[src/rtl/pdab_pkg.sv]
// Shared types, constants and divide helpers for the pixel depth/alpha blend block.
`default_nettype none

package pdab_pkg;

   localparam int DEPTH_BITS     = 24;
   localparam int COLOR_BITS     = 8;
   localparam int BRIGHT_BITS    = 15;
   localparam int CSR_INDEX_BITS = 2;
   localparam int CSR_DATA_BITS  = 8;

   // front end: test + alpha product, alpha divide
   localparam int FRONT_STAGES = 2;
   // channel: products, brightness product, /32767, sum, /255
   localparam int CHAN_STAGES  = 5;
   // front + channel + output register
   localparam int LATENCY      = FRONT_STAGES + CHAN_STAGES + 1;

   localparam logic [COLOR_BITS-1:0] ALPHA_FULL = 8'hFF;

   typedef enum logic [CSR_INDEX_BITS-1:0] {
      CSR_DEPTH_TEST_ON   = 2'd0,
      CSR_DEPTH_WRITE_OFF = 2'd1,
      CSR_GLOBAL_ALPHA    = 2'd2
   } csr_index_type;

   typedef struct packed {
      logic                  depth_test_on;
      logic                  depth_write_off;
      logic [COLOR_BITS-1:0] global_alpha;
   } cfg_type;

   typedef struct packed {
      logic [COLOR_BITS-1:0] red;
      logic [COLOR_BITS-1:0] green;
      logic [COLOR_BITS-1:0] blue;
   } rgb_type;

   // fields that ride alongside the channel math
   typedef struct packed {
      logic                  pass;
      logic [DEPTH_BITS-1:0] depth;
      rgb_type               dst;
   } meta_type;

   // x / 255 for x up to 65535: estimate low by at most one, then fix up
   function automatic logic [COLOR_BITS-1:0] div255(input logic [15:0] x);
      logic [16:0] t;
      logic [8:0]  q0;
      logic [16:0] r;
      logic [8:0]  q;
      t  = {1'b0, x} + {9'b0, x[15:8]};
      q0 = t[16:8];
      r  = {1'b0, x} - ({q0, 8'b0} - {8'b0, q0});
      q  = (r >= 17'd255) ? q0 + 9'd1 : q0;
      return q[COLOR_BITS-1:0];
   endfunction

   // y / 32767 for y below 2^31: same estimate and single correction
   function automatic logic [15:0] div32767(input logic [30:0] y);
      logic [31:0] t;
      logic [16:0] q0;
      logic [31:0] r;
      logic [16:0] q;
      t  = {1'b0, y} + {16'b0, y[30:15]};
      q0 = t[31:15];
      r  = {1'b0, y} - ({q0, 15'b0} - {15'b0, q0});
      q  = (r >= 32'd32767) ? q0 + 17'd1 : q0;
      return q[15:0];
   endfunction

endpackage

`default_nettype wire

[src/rtl/pixel_depth_alpha_blend_top.sv]
// Top level of the pixel depth test and alpha blend stage.
//
//   channel  ports                 handshake
//   request  start, busy, req_*    beat taken when start && !busy
//   result   rsp_strobe, rsp_*     one-cycle strobe, no back-pressure
//   csr      csr_valid/ready/...   write taken when csr_valid && csr_ready
//
// One fragment per clock; each result beat follows its request beat through every
// register stage of the datapath (front 2, channel 5, output 1). busy is always low
// and csr_ready always high; nothing ever stalls.
// Synchronous reset clears the valid pipeline and loads the csr defaults.
`default_nettype none

module pixel_depth_alpha_blend_top (
   input  wire logic                                  clock,
   input  wire logic                                  reset,
   input  wire logic                                  start,
   output logic                                       busy,
   input  wire logic [pdab_pkg::COLOR_BITS-1:0]       req_dst_red,
   input  wire logic [pdab_pkg::COLOR_BITS-1:0]       req_dst_green,
   input  wire logic [pdab_pkg::COLOR_BITS-1:0]       req_dst_blue,
   input  wire logic [pdab_pkg::COLOR_BITS-1:0]       req_src_red,
   input  wire logic [pdab_pkg::COLOR_BITS-1:0]       req_src_green,
   input  wire logic [pdab_pkg::COLOR_BITS-1:0]       req_src_blue,
   input  wire logic [pdab_pkg::COLOR_BITS-1:0]       req_src_alpha,
   input  wire logic [pdab_pkg::DEPTH_BITS-1:0]       req_stored_depth,
   input  wire logic [pdab_pkg::DEPTH_BITS-1:0]       req_frag_depth,
   input  wire logic [pdab_pkg::BRIGHT_BITS-1:0]      req_brightness,
   output logic                                       rsp_strobe,
   output logic [pdab_pkg::COLOR_BITS-1:0]            rsp_out_red,
   output logic [pdab_pkg::COLOR_BITS-1:0]            rsp_out_green,
   output logic [pdab_pkg::COLOR_BITS-1:0]            rsp_out_blue,
   output logic [pdab_pkg::DEPTH_BITS-1:0]            rsp_out_depth,
   output logic                                       rsp_color_written,
   input  wire logic                                  csr_valid,
   output logic                                       csr_ready,
   input  wire logic [pdab_pkg::CSR_INDEX_BITS-1:0]   csr_index,
   input  wire logic [pdab_pkg::CSR_DATA_BITS-1:0]    csr_data
);

   localparam int N = pdab_pkg::CHAN_STAGES;

   pdab_pkg::cfg_type                   cfg_ff;
   pdab_pkg::rgb_type                   req_dst;
   pdab_pkg::rgb_type                   req_src;

   logic                                front_valid;
   pdab_pkg::meta_type                  front_meta;
   pdab_pkg::rgb_type                   front_src;
   logic [pdab_pkg::COLOR_BITS-1:0]     front_alpha;
   logic [pdab_pkg::BRIGHT_BITS-1:0]    front_bright;
   pdab_pkg::rgb_type                   mix;

   logic [N-1:0]                        pipe_valid_ff;
   pdab_pkg::meta_type                  meta_pipe_ff [N];
   pdab_pkg::meta_type                  meta_last;

   logic                                rsp_strobe_ff;
   pdab_pkg::rgb_type                   rsp_rgb_in;
   pdab_pkg::rgb_type                   rsp_rgb_ff;
   logic [pdab_pkg::DEPTH_BITS-1:0]     rsp_depth_ff;
   logic                                rsp_written_ff;

   assign busy      = 1'b0;
   assign csr_ready = 1'b1;

   always_ff @(posedge clock) begin
      if (reset) begin
         cfg_ff.depth_test_on   <= 1'b1;
         cfg_ff.depth_write_off <= 1'b0;
         cfg_ff.global_alpha    <= pdab_pkg::ALPHA_FULL;
      end else if (csr_valid && csr_ready) begin
         unique case (csr_index)
            pdab_pkg::CSR_DEPTH_TEST_ON:   cfg_ff.depth_test_on   <= csr_data[0];
            pdab_pkg::CSR_DEPTH_WRITE_OFF: cfg_ff.depth_write_off <= csr_data[0];
            pdab_pkg::CSR_GLOBAL_ALPHA:    cfg_ff.global_alpha    <= csr_data;
            default: ;  // drop writes past the register list
         endcase
      end
   end

   assign req_dst = '{red: req_dst_red, green: req_dst_green, blue: req_dst_blue};
   assign req_src = '{red: req_src_red, green: req_src_green, blue: req_src_blue};

   pdab_front u_front (
      .clock        (clock),
      .reset        (reset),
      .in_valid     (start && !busy),
      .cfg          (cfg_ff),
      .dst          (req_dst),
      .src          (req_src),
      .src_alpha    (req_src_alpha),
      .stored_depth (req_stored_depth),
      .frag_depth   (req_frag_depth),
      .brightness   (req_brightness),
      .out_valid    (front_valid),
      .meta_out     (front_meta),
      .src_out      (front_src),
      .alpha_out    (front_alpha),
      .bright_out   (front_bright)
   );

   pdab_chan u_chan_red (
      .clock  (clock),
      .dst    (front_meta.dst.red),
      .src    (front_src.red),
      .alpha  (front_alpha),
      .bright (front_bright),
      .mix    (mix.red)
   );

   pdab_chan u_chan_green (
      .clock  (clock),
      .dst    (front_meta.dst.green),
      .src    (front_src.green),
      .alpha  (front_alpha),
      .bright (front_bright),
      .mix    (mix.green)
   );

   pdab_chan u_chan_blue (
      .clock  (clock),
      .dst    (front_meta.dst.blue),
      .src    (front_src.blue),
      .alpha  (front_alpha),
      .bright (front_bright),
      .mix    (mix.blue)
   );

   // carry pass flag, depth and dst color alongside the channel stages
   always_ff @(posedge clock) begin
      if (reset) begin
         pipe_valid_ff <= '0;
      end else begin
         pipe_valid_ff <= {pipe_valid_ff[N-2:0], front_valid};
      end
   end

   always_ff @(posedge clock) begin
      meta_pipe_ff[0] <= front_meta;
      for (int i = 1; i < N; i++) begin
         meta_pipe_ff[i] <= meta_pipe_ff[i-1];
      end
   end

   assign meta_last  = meta_pipe_ff[N-1];
   assign rsp_rgb_in = meta_last.pass ? mix : meta_last.dst;

   always_ff @(posedge clock) begin
      if (reset) begin
         rsp_strobe_ff <= 1'b0;
      end else begin
         rsp_strobe_ff <= pipe_valid_ff[N-1];
      end
   end

   always_ff @(posedge clock) begin
      rsp_rgb_ff     <= rsp_rgb_in;
      rsp_depth_ff   <= meta_last.depth;
      rsp_written_ff <= meta_last.pass;
   end

   assign rsp_strobe        = rsp_strobe_ff;
   assign rsp_out_red       = rsp_rgb_ff.red;
   assign rsp_out_green     = rsp_rgb_ff.green;
   assign rsp_out_blue      = rsp_rgb_ff.blue;
   assign rsp_out_depth     = rsp_depth_ff;
   assign rsp_color_written = rsp_written_ff;

endmodule

`default_nettype wire

[src/rtl/pdab_front.sv]
// Front end: reject and depth decision, effective alpha.
`default_nettype none

module pdab_front (
   input  wire logic                                clock,
   input  wire logic                                reset,
   input  wire logic                                in_valid,
   input  wire pdab_pkg::cfg_type                   cfg,
   input  wire pdab_pkg::rgb_type                   dst,
   input  wire pdab_pkg::rgb_type                   src,
   input  wire logic [pdab_pkg::COLOR_BITS-1:0]     src_alpha,
   input  wire logic [pdab_pkg::DEPTH_BITS-1:0]     stored_depth,
   input  wire logic [pdab_pkg::DEPTH_BITS-1:0]     frag_depth,
   input  wire logic [pdab_pkg::BRIGHT_BITS-1:0]    brightness,
   output logic                                     out_valid,
   output pdab_pkg::meta_type                       meta_out,
   output pdab_pkg::rgb_type                        src_out,
   output logic [pdab_pkg::COLOR_BITS-1:0]          alpha_out,
   output logic [pdab_pkg::BRIGHT_BITS-1:0]         bright_out
);

   logic                               pass_in;
   logic [pdab_pkg::DEPTH_BITS-1:0]    depth_in;
   logic [15:0]                        prod_in;

   logic                               s1_valid_ff;
   pdab_pkg::meta_type                 s1_meta_ff;
   pdab_pkg::rgb_type                  s1_src_ff;
   logic [pdab_pkg::BRIGHT_BITS-1:0]   s1_bright_ff;
   logic [15:0]                        s1_prod_ff;

   logic                               s2_valid_ff;
   pdab_pkg::meta_type                 s2_meta_ff;
   pdab_pkg::rgb_type                  s2_src_ff;
   logic [pdab_pkg::BRIGHT_BITS-1:0]   s2_bright_ff;
   logic [pdab_pkg::COLOR_BITS-1:0]    s2_alpha_ff;

   always_comb begin
      pass_in = (brightness != '0) && (src_alpha != '0) &&
                (!cfg.depth_test_on || (stored_depth > frag_depth));
      depth_in = (pass_in && cfg.depth_test_on && !cfg.depth_write_off) ?
                 frag_depth : stored_depth;
      prod_in = {8'b0, src_alpha} * {8'b0, cfg.global_alpha};
   end

   always_ff @(posedge clock) begin
      if (reset) begin
         s1_valid_ff <= 1'b0;
         s2_valid_ff <= 1'b0;
      end else begin
         s1_valid_ff <= in_valid;
         s2_valid_ff <= s1_valid_ff;
      end
   end

   always_ff @(posedge clock) begin
      s1_meta_ff.pass  <= pass_in;
      s1_meta_ff.depth <= depth_in;
      s1_meta_ff.dst   <= dst;
      s1_src_ff        <= src;
      s1_bright_ff     <= brightness;
      s1_prod_ff       <= prod_in;

      s2_meta_ff   <= s1_meta_ff;
      s2_src_ff    <= s1_src_ff;
      s2_bright_ff <= s1_bright_ff;
      s2_alpha_ff  <= pdab_pkg::div255(s1_prod_ff);
   end

   assign out_valid  = s2_valid_ff;
   assign meta_out   = s2_meta_ff;
   assign src_out    = s2_src_ff;
   assign alpha_out  = s2_alpha_ff;
   assign bright_out = s2_bright_ff;

endmodule

`default_nettype wire

[src/rtl/pdab_chan.sv]
// One color channel: (dst*(255-a) + src*a*br/32767) / 255, five stages.
`default_nettype none

module pdab_chan (
   input  wire logic                               clock,
   input  wire logic [pdab_pkg::COLOR_BITS-1:0]    dst,
   input  wire logic [pdab_pkg::COLOR_BITS-1:0]    src,
   input  wire logic [pdab_pkg::COLOR_BITS-1:0]    alpha,
   input  wire logic [pdab_pkg::BRIGHT_BITS-1:0]   bright,
   output logic [pdab_pkg::COLOR_BITS-1:0]         mix
);

   logic [15:0]                       s3_sa_ff;
   logic [15:0]                       s3_db_ff;
   logic [pdab_pkg::BRIGHT_BITS-1:0]  s3_br_ff;
   logic [30:0]                       s4_y_ff;
   logic [15:0]                       s4_db_ff;
   logic [15:0]                       s5_q_ff;
   logic [15:0]                       s5_db_ff;
   logic [15:0]                       s6_sum_ff;
   logic [pdab_pkg::COLOR_BITS-1:0]   s7_mix_ff;

   // the sum never exceeds 255*255, so 16 bits hold it
   always_ff @(posedge clock) begin
      s3_sa_ff  <= {8'b0, src} * {8'b0, alpha};
      s3_db_ff  <= {8'b0, dst} * {8'b0, pdab_pkg::ALPHA_FULL - alpha};
      s3_br_ff  <= bright;
      s4_y_ff   <= 31'(s3_sa_ff) * 31'(s3_br_ff);
      s4_db_ff  <= s3_db_ff;
      s5_q_ff   <= pdab_pkg::div32767(s4_y_ff);
      s5_db_ff  <= s4_db_ff;
      s6_sum_ff <= s5_db_ff + s5_q_ff;
      s7_mix_ff <= pdab_pkg::div255(s6_sum_ff);
   end

   assign mix = s7_mix_ff;

endmodule

`default_nettype wire

[config.mk]
export PLATFORM = sky130hd
export DESIGN_NAME = pixel_depth_alpha_blend_top
export DESIGN_NICKNAME = d
export VERILOG_FILES = /design/src/rtl/pdab_pkg.sv /design/src/rtl/pixel_depth_alpha_blend_top.sv /design/src/rtl/pdab_front.sv /design/src/rtl/pdab_chan.sv
export SDC_FILE = /design/constraint.sdc
export NUM_CORES = 2
export LEC_CHECK = 0
export ABC_CLOCK_PERIOD_IN_PS = 15500
export BUFFER_PORTS_ARGS = -buffer_cell sky130_fd_sc_hd__buf_2
export CAP_MARGIN = 30
export CORE_MARGIN = 2
export CORE_UTILIZATION = 30
export CTS_CLUSTER_SIZE = 16
export DETAILED_ROUTE_END_ITERATION = 10
export SYNTH_ARGS = -nofsm -noshare
export SYNTH_HDL_FRONTEND = slang
export SYNTH_SLANG_ARGS = --single-unit
[constraint.sdc]
create_clock -name clock -period 15.5 [get_ports clock]
set_input_delay 1.55 -clock clock [delete_from_list [all_inputs] [get_ports clock]]
set_output_delay 1.55 -clock clock [all_outputs]
set_load 0.005 [all_outputs]
Yosys cells after proc, flatten, opt, wreduce, memory -nomap -nowiden
Memory sizes are Yosys's and may differ from the RTL's.
Cells that the tools add are included.
{"block": "classes", "n_addsub": 32, "n_mul": 10, "n_lt_le_gt_ge": 8, "n_eq_ne": 2, "n_mux": 9, "n_reduce_logical": 13}
{"operator": "multiplier 8 x 8 -> 16 bit", "count": 7}
{"operator": "adder 31 x 16 -> 32 bit", "count": 3}
{"operator": "greater-or-equal comparator 32 x 15 -> 1 bit, second input constant", "count": 3}
{"operator": "subtractor 31 x 32 -> 32 bit", "count": 3}
{"operator": "subtractor 32 x 17 -> 32 bit", "count": 3}
{"operator": "multiplier 16 x 15 -> 31 bit", "count": 3}
{"operator": "adder 16 x 8 -> 17 bit", "count": 4}
{"operator": "greater-or-equal comparator 17 x 8 -> 1 bit, second input constant", "count": 4}
{"operator": "subtractor 16 x 17 -> 17 bit", "count": 4}
{"operator": "subtractor 17 x 9 -> 17 bit", "count": 4}
{"operator": "adder 16 x 1 -> 16 bit, second input constant", "count": 3}
{"operator": "adder 16 bit", "count": 3}
{"operator": "2-to-1 mux 16 bit", "count": 3}
{"operator": "2-to-1 mux 24 bit", "count": 2}
{"operator": "adder 8 x 1 -> 8 bit, second input constant", "count": 4}
{"operator": "2-to-1 mux 8 bit", "count": 4}
{"operator": "> comparator 24 bit", "count": 1}
{"operator": "nonzero test 15 bit", "count": 1}
{"operator": "nonzero test 8 bit", "count": 1}
{"operator": "subtractor 8 bit, first input constant", "count": 1}
{"operator": "AND reduction 2 bit", "count": 3}
{"operator": "logical AND 1 bit", "count": 4}
{"operator": "== test 2 x 1 -> 1 bit, second input constant", "count": 1}
{"operator": "== test 2 bit, second input constant", "count": 1}
{"operator": "other kinds (3)", "count": 4}
{"block": "word_totals", "reg_bits": 687, "ram_bits": 245, "mem_count": 1}
{"name": "meta_pipe_ff", "words": 5, "word_bits": 49, "read_ports": 5, "rd_clocked_by_memory_dff": 0, "wr": 5, "line_no": "pixel_depth_alpha_blend_top.sv:55", "text": "pdab_pkg::meta_type meta_pipe_ff [N];"}

Longest topological paths before layout
{"block": "logic_depth", "ltp_word": 6, "mapped_depth": 29}

By module
From an unflattened synthesis, not the netlist that was laid out.
{"block": "unflattened", "hier_cells": 7944, "hier_area_um2": 76059.2}
{"module": "pdab_chan (u_chan_blue)", "instances": 1, "cells_each": 2274, "area_each_um2": 20405.8, "seq_area_each_um2": 3002.9}
{"module": "pdab_chan (u_chan_green)", "instances": 1, "cells_each": 2269, "area_each_um2": 20178.1, "seq_area_each_um2": 3002.9}
{"module": "pdab_chan (u_chan_red)", "instances": 1, "cells_each": 2228, "area_each_um2": 19879.1, "seq_area_each_um2": 3002.9}
{"module": "pdab_front", "instances": 1, "cells_each": 791, "area_each_um2": 8712.1, "seq_area_each_um2": 4043.9}
{"module": "pixel_depth_alpha_blend_top", "instances": 1, "cells_each": 382, "area_each_um2": 6884.1, "seq_area_each_um2": 6206.0}

Least setup slack after synthesis
No wires, ideal clock.
{"block": "synth_path", "kind": "register to register", "startpoint": "register u_chan_blue.s4_y_ff[26]", "endpoint": "register u_chan_blue.s5_q_ff[1]", "setup_ns": 0.121, "arrival_ns": 6.293, "slack_ns": 9.086, "path_stages_with_launch": 28, "n_path_buf": 2, "period_less_slack_ns": 6.414, "cell_sequence": "dfxtp_1 -> ha_1 -> a21o_1 -> a21o_1 -> a211o_1 -> a221o_1 -> o31a_1 -> and3_1 -> and2_1 -> and3_1 -> and2_1 -> ha_1 -> inv_1 -> ha_1 -> inv_1 -> ha_1 -> clkbuf_1 -> nand3_1 -> a211oi_1 -> o21ai_0 -> and3_1 -> o31a_1 -> o311ai_0 -> a211oi_1 -> xnor2_1 -> nor4_2 -> buf_2 -> mux2_2"}
{"block": "synth_via", "elab_chain_len": 5, "word_cells_on_any_way": 6}
{"element": "start, declared", "line_no": "pdab_chan.sv:16", "text": "logic [30:0] s4_y_ff;"}
{"element": "start signal, assigned", "line_no": "pdab_chan.sv:28", "text": "s4_y_ff <= 31'(s3_sa_ff) * 31'(s3_br_ff);"}
{"element": "adder 31 x 16 -> 32 bit", "line_no": "pdab_pkg.sv:65", "text": "t = {1'b0, y} + {16'b0, y[30:15]};"}
{"element": "subtractor 32 x 17 -> 32 bit", "line_no": "pdab_pkg.sv:67", "text": "r = {1'b0, y} - ({q0, 15'b0} - {15'b0, q0});"}
{"element": "subtractor 31 x 32 -> 32 bit", "line_no": "pdab_pkg.sv:67"}
{"element": "greater-or-equal comparator 32 x 15 -> 1 bit", "line_no": "pdab_pkg.sv:68", "text": "q = (r >= 32'd32767) ? q0 + 17'd1 : q0;"}
{"element": "2-to-1 mux 16 bit *", "line_no": "pdab_pkg.sv:68"}
{"element": "end signal, assigned", "line_no": "pdab_chan.sv:30", "text": "s5_q_ff <= pdab_pkg::div32767(s4_y_ff);"}
{"element": "end, declared", "line_no": "pdab_chan.sv:18", "text": "logic [15:0] s5_q_ff;"}
Every way passes the cells marked *; elsewhere a longest branch is shown, timed or not.
A chain may end at the register's enable or synchronous reset.

Worst setup path in the final report
{"block": "layout_path", "startpoint": "register u_chan_green.s4_y_ff[17]", "endpoint": "register u_chan_green.s5_q_ff[8]"}
{"block": "layout_via", "elab_chain_len": 5, "word_cells_on_any_way": 6}
{"element": "start, declared", "line_no": "pdab_chan.sv:16"}
{"element": "start signal, assigned", "line_no": "pdab_chan.sv:28"}
{"element": "adder 31 x 16 -> 32 bit", "line_no": "pdab_pkg.sv:65"}
{"element": "subtractor 32 x 17 -> 32 bit", "line_no": "pdab_pkg.sv:67"}
{"element": "subtractor 31 x 32 -> 32 bit", "line_no": "pdab_pkg.sv:67"}
{"element": "greater-or-equal comparator 32 x 15 -> 1 bit", "line_no": "pdab_pkg.sv:68"}
{"element": "2-to-1 mux 16 bit *", "line_no": "pdab_pkg.sv:68"}
{"element": "end signal, assigned", "line_no": "pdab_chan.sv:30"}
{"element": "end, declared", "line_no": "pdab_chan.sv:18"}
Marked as above.

==> impl_metrics.json <==
{
  "die_area_um2": 253000,
  "synth_area_um2": 74600,
  "top_usage_layer": "met2",
  "drt_iter0_drc": 2710,
  "grt_antenna_before_repair": 8,
  "grtUsageMet3": 0.0207,
  "root_buffer": "clkbuf_16",
  "drive_gt1_frac": 0.0602,
  "die_x_um": 503,
  "start_util": 0.301,
  "rsz0062_at_grt": "false",
  "reg2reg_from": "u_chan_green.s4_y_ff[17]",
  "fmax_mhz": 138,
  "synth_top_area_cell": "dfxtp_1",
  "worstHoldPathCells": 0,
  "dp_slack_ns": 8.31,
  "worst_slack_ns": 8.23,
  "numCtsBuffers": 94,
  "routabilityCongestion": 0.905,
  "min-delay-start": "u_chan_red.s3_db_ff[11]",
  "cts-hold-fix-buffers": 0,
  "path_max_fanout": 8,
  "syn-num-nets": 9801,
  "async_reset_ff_frac": 0,
  "insertion_delay_ns": 0.74,
  "yosys_most_used_dff": "dfxtp_1",
  "area_growth_pct": 10.8,
  "status": "finished, final reports clean",
  "multiInputGateArea_um2": 50300,
  "critPathArrivalTime_ns": 7.86,
  "synth_seq_cells": 932,
  "setup_violations": 0,
  "wl_um": 176000,
  "cts_tree": "built",
  "drt_pass1_iterations": 8,
  "finalCoreUtilization": 0.333,
  "post_cts_buffers": 0,
  "period_needed_ns": 7.27,
  "path_clk_slew_ns": 0.06,
  "fillers": 25300,
  "die_y_um": 503,
  "critPathLaunch": "u_chan_green.s4_y_ff[17]",
  "cts_buffer_depth": 3,
  "grt_pass1_wl_um": 287000,
  "fin_worst_skew_ns": 0.0500,
  "port_buffers": 182,
  "seq_area_um2": 18700,
  "coreArea_um2": 248000,
  "crit_path_end_kind": "register",
  "synth_edf_count": 0,
  "fin_tns_setup_ns": 0,
  "synth_area_per_cell_um2": 9.46,
  "viasPerCell": 4.64,
  "max-cap-violations": 0,
  "synth_cell_types": 92,
  "pin_count": 185,
  "cts_max_level": 3,
  "yosysWarningCount": 0,
  "cp-start-kind": "register",
  "gr-total-overflow": 0,
  "wl_per_cell_um": 15.5,
  "fin_crit_sh": 0.469,
  "ctsResizeCount": 0,
  "worstMarginPinSlew_ns": 1.01,
  "grt_max_degree": 49,
  "synth_top_area_share": 0.250,
  "hold_viol_final": 0,
  "critical_path_class": "reg2reg",
  "num_vias": 52900,
  "detail-route-antenna-nets": 0,
  "rows": 183,
  "reg2reg_depth": 26,
  "cp_data_required_time_ns": 16.09,
  "gr-usage-all-layers": 0.139,
  "yosysSeqAreaShare": 0.250,
  "min_path_type": "reg2reg",
  "cts.sinks": 932,
  "yosys-top-cells-area": "dfxtp_1, fa_1, ha_1, inv_1, and2_1",
  "grt_pass1_vias": 54900,
  "gr-usage-met2": 0.231,
  "slew_headroom": 0.320,
  "finalNetCount": 9900,
  "drc": 0,
  "slew_viol_final": 0,
  "dp_hpwl_um": 139000,
  "synthCells": 7887,
  "grt_use_met1": 0.187
}
-- per-stage QoR --
| step | instances | instance area [µm²] | hold slack (ns) |
|---|---|---|---|
| final | 11400 | 82600 | 0.291 |
| after global routing | 11400 | 82600 | 0.289 |
| after CTS | 11400 | 82600 | 0.281 |
| after detailed placement | 11200 | 79200 | 0.312 |
| after global placement | 11200 | 79100 | 0.310 |
| after floorplan | 7887 | 74600 | 0.310 |
-- worst paths after layout --
kind | slack [ns] | to
max | 8.23 | u_chan_green.s5_q_ff[8]
min reg2reg | 0.29 | u_chan_red.s4_db_ff[11]
min | 0.29 | u_chan_red.s4_db_ff[11]
max reg2reg | 8.23 | u_chan_green.s5_q_ff[8]
-- placed cells by master, fill, tap and decap left out, types with 18 or more instances in the layout --
cell       netlist  final
a211oi_1        37     37
a21boi_0        49     49
a21o_1          80     80
a21oi_1        252    252
a31oi_1         26     26
and2_1         491    491
and3_1          57     57
buf_2            1    182
buf_4            2     31
clkbuf_16        0     94
dfxtp_1        932    914
dfxtp_2          0     18
fa_1           798    798
ha_1           983    983
inv_1         1294   1294
mux2_2          53     53
nand2_1        744    744
nand2b_1       165    165
nand3_1         87     87
nand4_1         64     64
nor2_1         252    252
nor2b_1        167    167
nor3_1          84     84
nor4_1          26     26
o2111ai_1       18     18
o211ai_1        22     22
o21a_1          44     44
o21ai_0        216    216
o21bai_1        26     26
or3_1           29     29
xnor2_1        319    319
xor2_1          74     74
-- synthesized netlist by cell type, types with 17 or more instances --
cell type / n
a211oi_1: 37
a21boi_0: 49
a21o_1: 80
a21oi_1: 252
a31oi_1: 26
and2_1: 491
and3_1: 57
clkbuf_1: 204
dfxtp_1: 932
fa_1: 798
ha_1: 983
inv_1: 1294
mux2_2: 53
mux2i_1: 17
nand2_1: 744
nand2b_1: 165
nand3_1: 87
nand3b_1: 17
nand4_1: 64
nor2_1: 252
nor2b_1: 167
nor3_1: 84
nor4_1: 26
o2111ai_1: 18
o211ai_1: 22
o21a_1: 44
o21ai_0: 216
o21bai_1: 26
or3_1: 29
xnor2_1: 319
xor2_1: 74
-- sequential cells by signal (all words and copies together), names as in the netlist, 24 cells and up --
name and count:
meta_pipe_ff 245, u_front.meta_out 49, u_front.s1_meta_ff 49, u_chan_blue.s4_y_ff 31, u_chan_green.s4_y_ff 31, u_chan_red.s4_y_ff 31, rsp_out_depth 24, u_front.s1_src_ff 24
u_front.src_out 24
-- logic make-up (layout without fill, tap and decap cells) --
family / after synthesis / after routing / synth area share
buffers and inverters: 1506 / 1678 / 0.0759
XOR/XNOR: 393 / 393 / 0.0461
multiplexers: 71 / 71 / 0.0104
adder cells (fa/ha/maj): 1781 / 1781 / 0.379
AND/OR/NAND/NOR: 2268 / 2268 / 0.157
AO/OA/AOI/OAI: 934 / 934 / 0.0818
other: 2 / 11 / 0.000101
flip-flops: 932 / 932 / 0.250
-- worst max-delay path, cell delays in order, from the launching register on --
cell and delay (ns):
dfxtp_1 0.39, ha_1 0.33, nand4_1 0.09, a21oi_1 0.13, o221ai_1 0.21, a211oi_1 0.61
nand2_1 0.23, nor3_1 0.37, and3_1 0.26, and3_1 0.21, and3_1 0.17, ha_1 0.17
inv_1 0.09, fa_1 0.51, inv_1 0.05, ha_1 0.38, nand2_1 0.10, o21ai_0 0.22
nor2_1 0.12, a31oi_4 0.28, a2111oi_2 0.13, or4_1 0.50, a2111oi_2 0.39, o2111ai_1 0.31
a2111oi_4 0.52, a2111oi_1 0.20, xnor2_1 0.17
-- cell type report --
cell class	count	share of cell area
clock buffers	111	0.0307
repair buffers	215	0.0144
well taps	3330	0.0504
clock inverters	58	0.0108
flip-flops and latches	932	0.226
diodes	9	0.000273
inverters	1294	0.0588
multi-input cells	5449	0.609
-- per-layer routing --
metal / part of all wire / vias to the layer above / routed length (µm)
li1: - / 25500 / -
met1: 0.46 / 25900 / 81300
met2: 0.47 / 1204 / 82200
met3: 0.047 / 261 / 8230
met4: 0.025 / 0 / 4480
met5: 0 / - / 0
Power is not shown: default switching activity piles up to over one toggle a cycle in this logic, so the estimate is an artifact.
